--- src/rtl/sht_pkg.sv ---
// ----------------------------------------------------------------------------
// sht_pkg
// Shared types and constants for the sorted key table with binary-search
// lookup.
// ----------------------------------------------------------------------------
package sht_pkg;

    localparam int DEFAULT_TABLE_DEPTH = 1024;
    localparam int KEY_W               = 64;
    localparam int INDEX_W             = 10;
    localparam int COUNT_W             = 11;

    localparam logic REQ_WRITE  = 1'b0;
    localparam logic REQ_LOOKUP = 1'b1;

    typedef struct packed {
        logic               req_type;
        logic [INDEX_W-1:0] entry_index;
        logic [KEY_W-1:0]   hash_value;
    } in_item_t;

    typedef struct packed {
        logic               found;
        logic [INDEX_W-1:0] match_index;
    } out_item_t;

    typedef enum logic [1:0] {
        ST_IDLE,
        ST_SEARCH,
        ST_FINISH
    } state_t;

    typedef struct packed {
        logic hit;
        logic empty;
    } step_status_t;

endpackage

--- src/rtl/sht_probe_step.sv ---
// ----------------------------------------------------------------------------
// sht_probe_step
// One binary-search step: compare the probed key, narrow the window and
// pick the next probe position.
// ----------------------------------------------------------------------------
module sht_probe_step #(
    parameter int TABLE_DEPTH = sht_pkg::DEFAULT_TABLE_DEPTH,
    parameter int ADDR_W      = $clog2(TABLE_DEPTH),
    parameter int CNT_W       = $clog2(TABLE_DEPTH + 1)
) (
    input  logic [sht_pkg::KEY_W-1:0] key,
    input  logic [sht_pkg::KEY_W-1:0] probe_key,
    input  logic [CNT_W-1:0]          lo,
    input  logic [CNT_W-1:0]          hi,
    input  logic [ADDR_W-1:0]         mid,
    output sht_pkg::step_status_t     status,
    output logic [CNT_W-1:0]          lo_next,
    output logic [CNT_W-1:0]          hi_next,
    output logic [ADDR_W-1:0]         mid_next
);

    import sht_pkg::*;

    logic             eq;
    logic             gt;
    logic [CNT_W-1:0] mid_ext;
    logic [CNT_W-1:0] span;

    always_comb
    begin
        eq      = (probe_key == key);
        gt      = (probe_key > key);
        mid_ext = CNT_W'(mid);
        lo_next = lo;
        hi_next = hi;
        if (!eq)
        begin
            if (gt)
            begin
                hi_next = mid_ext;
            end
            else
            begin
                lo_next = mid_ext + CNT_W'(1);
            end
        end
        span         = hi_next - CNT_W'(1) - lo_next;
        mid_next     = ADDR_W'(lo_next + (span >> 1));
        status.hit   = eq;
        status.empty = !eq && (lo_next >= hi_next);
    end

endmodule

--- config.mk ---
export PLATFORM = sky130hd
export DESIGN_NAME = sht_probe_step
export DESIGN_NICKNAME = d
export VERILOG_FILES = /design/src/rtl/sht_pkg.sv /design/src/rtl/sht_probe_step.sv
export SDC_FILE = /design/constraint.sdc
export NUM_CORES = 1
export LEC_CHECK = 0
export BUFFER_PORTS_ARGS = -buffer_cell sky130_fd_sc_hd__buf_2
export CORE_MARGIN = 2
export CORE_UTILIZATION = 37
export DETAILED_ROUTE_END_ITERATION = 7
export GPL_ROUTABILITY_DRIVEN = 1
export PLACE_DENSITY = 0.68
export SLEW_MARGIN = 10
export SYNTH_ARGS = -nofsm -noshare
export SYNTH_HDL_FRONTEND = slang
export SYNTH_SLANG_ARGS = --single-unit
--- constraint.sdc ---
create_clock -name vclk -period 15.31
set_clock_uncertainty 0.05 [all_clocks]
set_input_delay 0.7655 -clock vclk [all_inputs]
set_output_delay 0.7655 -clock vclk [all_outputs]
set_load 0.05 [all_outputs]
==> out/metrics.cfg <==
[synthesis]
synth_fp_nets=680
synth_area_leaders=ha_1 (37%), inv_1 (10%), mux2_2 (6.0%)
avgSynthCellArea_um2=7.49
yosys.cell_types.count=53
synth_top_area_share_pct=37.0
netlist_top_cells_count=ha_1 (94), inv_1 (87), a21oi_1 (33)
synth.most_common_cell=ha_1
ys_seq_area_share_pct=0
synthCells=424
synth_top_area_cell=ha_1
synthesis.area_mm2=0.00318
yosysWarnings=0

[hold_path]
hold_end=hi_next[10]
whs_path_depth=4
holdCritStartpoint=hi[10]
min_path_type=input pin to primary output

[pwr]
power_per_cell_area_mw_per_mm2=91.4
p_total_mw=0.388
peakVddDrop_mv=0.220
leakage_nw=2.55

[sta]
max_slew.worst_pin.slew_ns=0.652
slew_violations=0
period_share_pct=48.0
fin_crit_ns=7.35
rsz0062_at_grt=no
hold_viol_final=0
hold_slack_ns=1.93
setup_viol=0
setup_slack_ns=7.96
fmax_mhz=136
fin_setup_tns_ns=0
maxSlewHeadroom_pct=56.5

[routing]
viasPerCell=4.92
drt_iter0_drc=53
vias=3531
drt_wl_total_um=9130
wl_per_cell_um=12.7
first_pass_iters=4
route.detailed.drc=0
drtAntennaViolNets=0

[floorplanning]
die_h_um=96.6
die_x_um=96.6
ios=194
die_area_mm2=0.00934
num_rows=33
core-area_mm2=0.00826
initial_core_util_pct=38.5

[cells_and_area]
fin_area_mm2=0.00425
design.seq.count=0
post-route-util_pct=51.4
syn2layout_area_growth_pct=33.7
nets=871
regArea_um2=0
antennaDiodeCount=0
nClkBuffers=0
fin_cells=718
layout-drive-gt1-share_pct=35.7
nFillCells=854

[setup_path]
worst_setup_path_start_kind=input pin
end_kind=primary output
critPathSlowestCell=or4_1
crit_fanout=19
crit_arrival_ns=6.54
crit_top_cell=ha_1
cp.buffers_inverters=3
crit_path_max_incr_delay_ns=0.54
crit_required_ns=14.49
setup.worst_path.class=input pin to primary output
crit_family=simple AND/OR/NAND/NOR gates

[run_status]
status=finished, final reports clean

[clock_tree]
cts_setup_buffers=0
holdBufCountCts=0
cts_resized=0

[place]
preCtsSetupSlack_ns=7.96
placed_area_mm2=0.00425
io_buffers=194
hpwl_um=8420
dp.cells=718
place.gp.congestion=0.873

[global_routing]
antenna_found_initial=0
track_usage_pct=19.0
grt_pass1_vias=3529
grt-ovfl-total=0
grt_pass1_wl_um=15600
grt_max_degree=20

[job]
cap_violations=0

layer usage:
| metal | track usage, % | up-vias | wire (um) |
|---|---|---|---|
| met5 | 0 | - | 0 |
| met2 | 34.0 | 124 | 4300 |
| met3 | 1.66 | 14 | 535 |
| met1 | 25.0 | 1513 | 4100 |
| met4 | 3.36 | 0 | 191 |
| li1 | - | 1880 | - |
layout make-up:
type / instances / area (um2) / share of cell area [%]
inverters: 87 / 327 / 7.69
multi-input cells: 332 / 2820 / 66.4
well taps: 105 / 131 / 3.09
repair buffers: 194 / 971 / 22.9
cells in the final DEF (no fill, tap or decap), types with 2 or more instances in the layout:
master    instances
nor2b_1           4
nand2b_1          2
a221oi_1          3
o21bai_1          2
and3_1            2
a311o_1           2
o21a_1            6
o21ai_0          19
a21o_1           10
mux2_2           17
nand2_1          24
nand3_1          11
xor2_1            6
nor3_1            6
buf_2           194
a21boi_0          2
a211oi_1          4
inv_1            87
a21oi_1          33
mux2i_1           9
nand4_1          14
ha_1             94
o211ai_1          4
fa_1              2
nor2_1           17
xnor2_1          16
kinds of logic (layout without fill, tap and decap cells):
family | Yosys count | count (layout) | share of synthesized area, %
XOR/XNOR | 23 | 23 | 6.78
AO/OA/AOI/OAI | 95 | 95 | 18.9
multiplexers | 28 | 28 | 9.69
adder cells (fa/ha/maj) | 96 | 96 | 38.3
buffers and inverters | 92 | 281 | 11.3
AND/OR/NAND/NOR | 90 | 90 | 15.1
how the worst max path moves through the flow:
stage                     startpoint          end  slack, ns  cells after the start
final                        key[63]  mid_next[9]       7.96                     25
after global routing         key[63]  mid_next[9]       7.59                     25
after CTS                    key[63]  mid_next[9]       7.93                     25
after detailed placement     key[63]  mid_next[9]       7.96                     25
after global placement       key[63]  mid_next[9]       8.03                     25
after floorplan              key[63]  mid_next[9]       8.40                     23
power breakdown:
group          internal (mW)  total (mW)  switching [mW]
combinational          0.132       0.388           0.257
sequential                 0           0               0
clock                      0           0               0
Note: power is estimated with default switching activity, not from simulation.
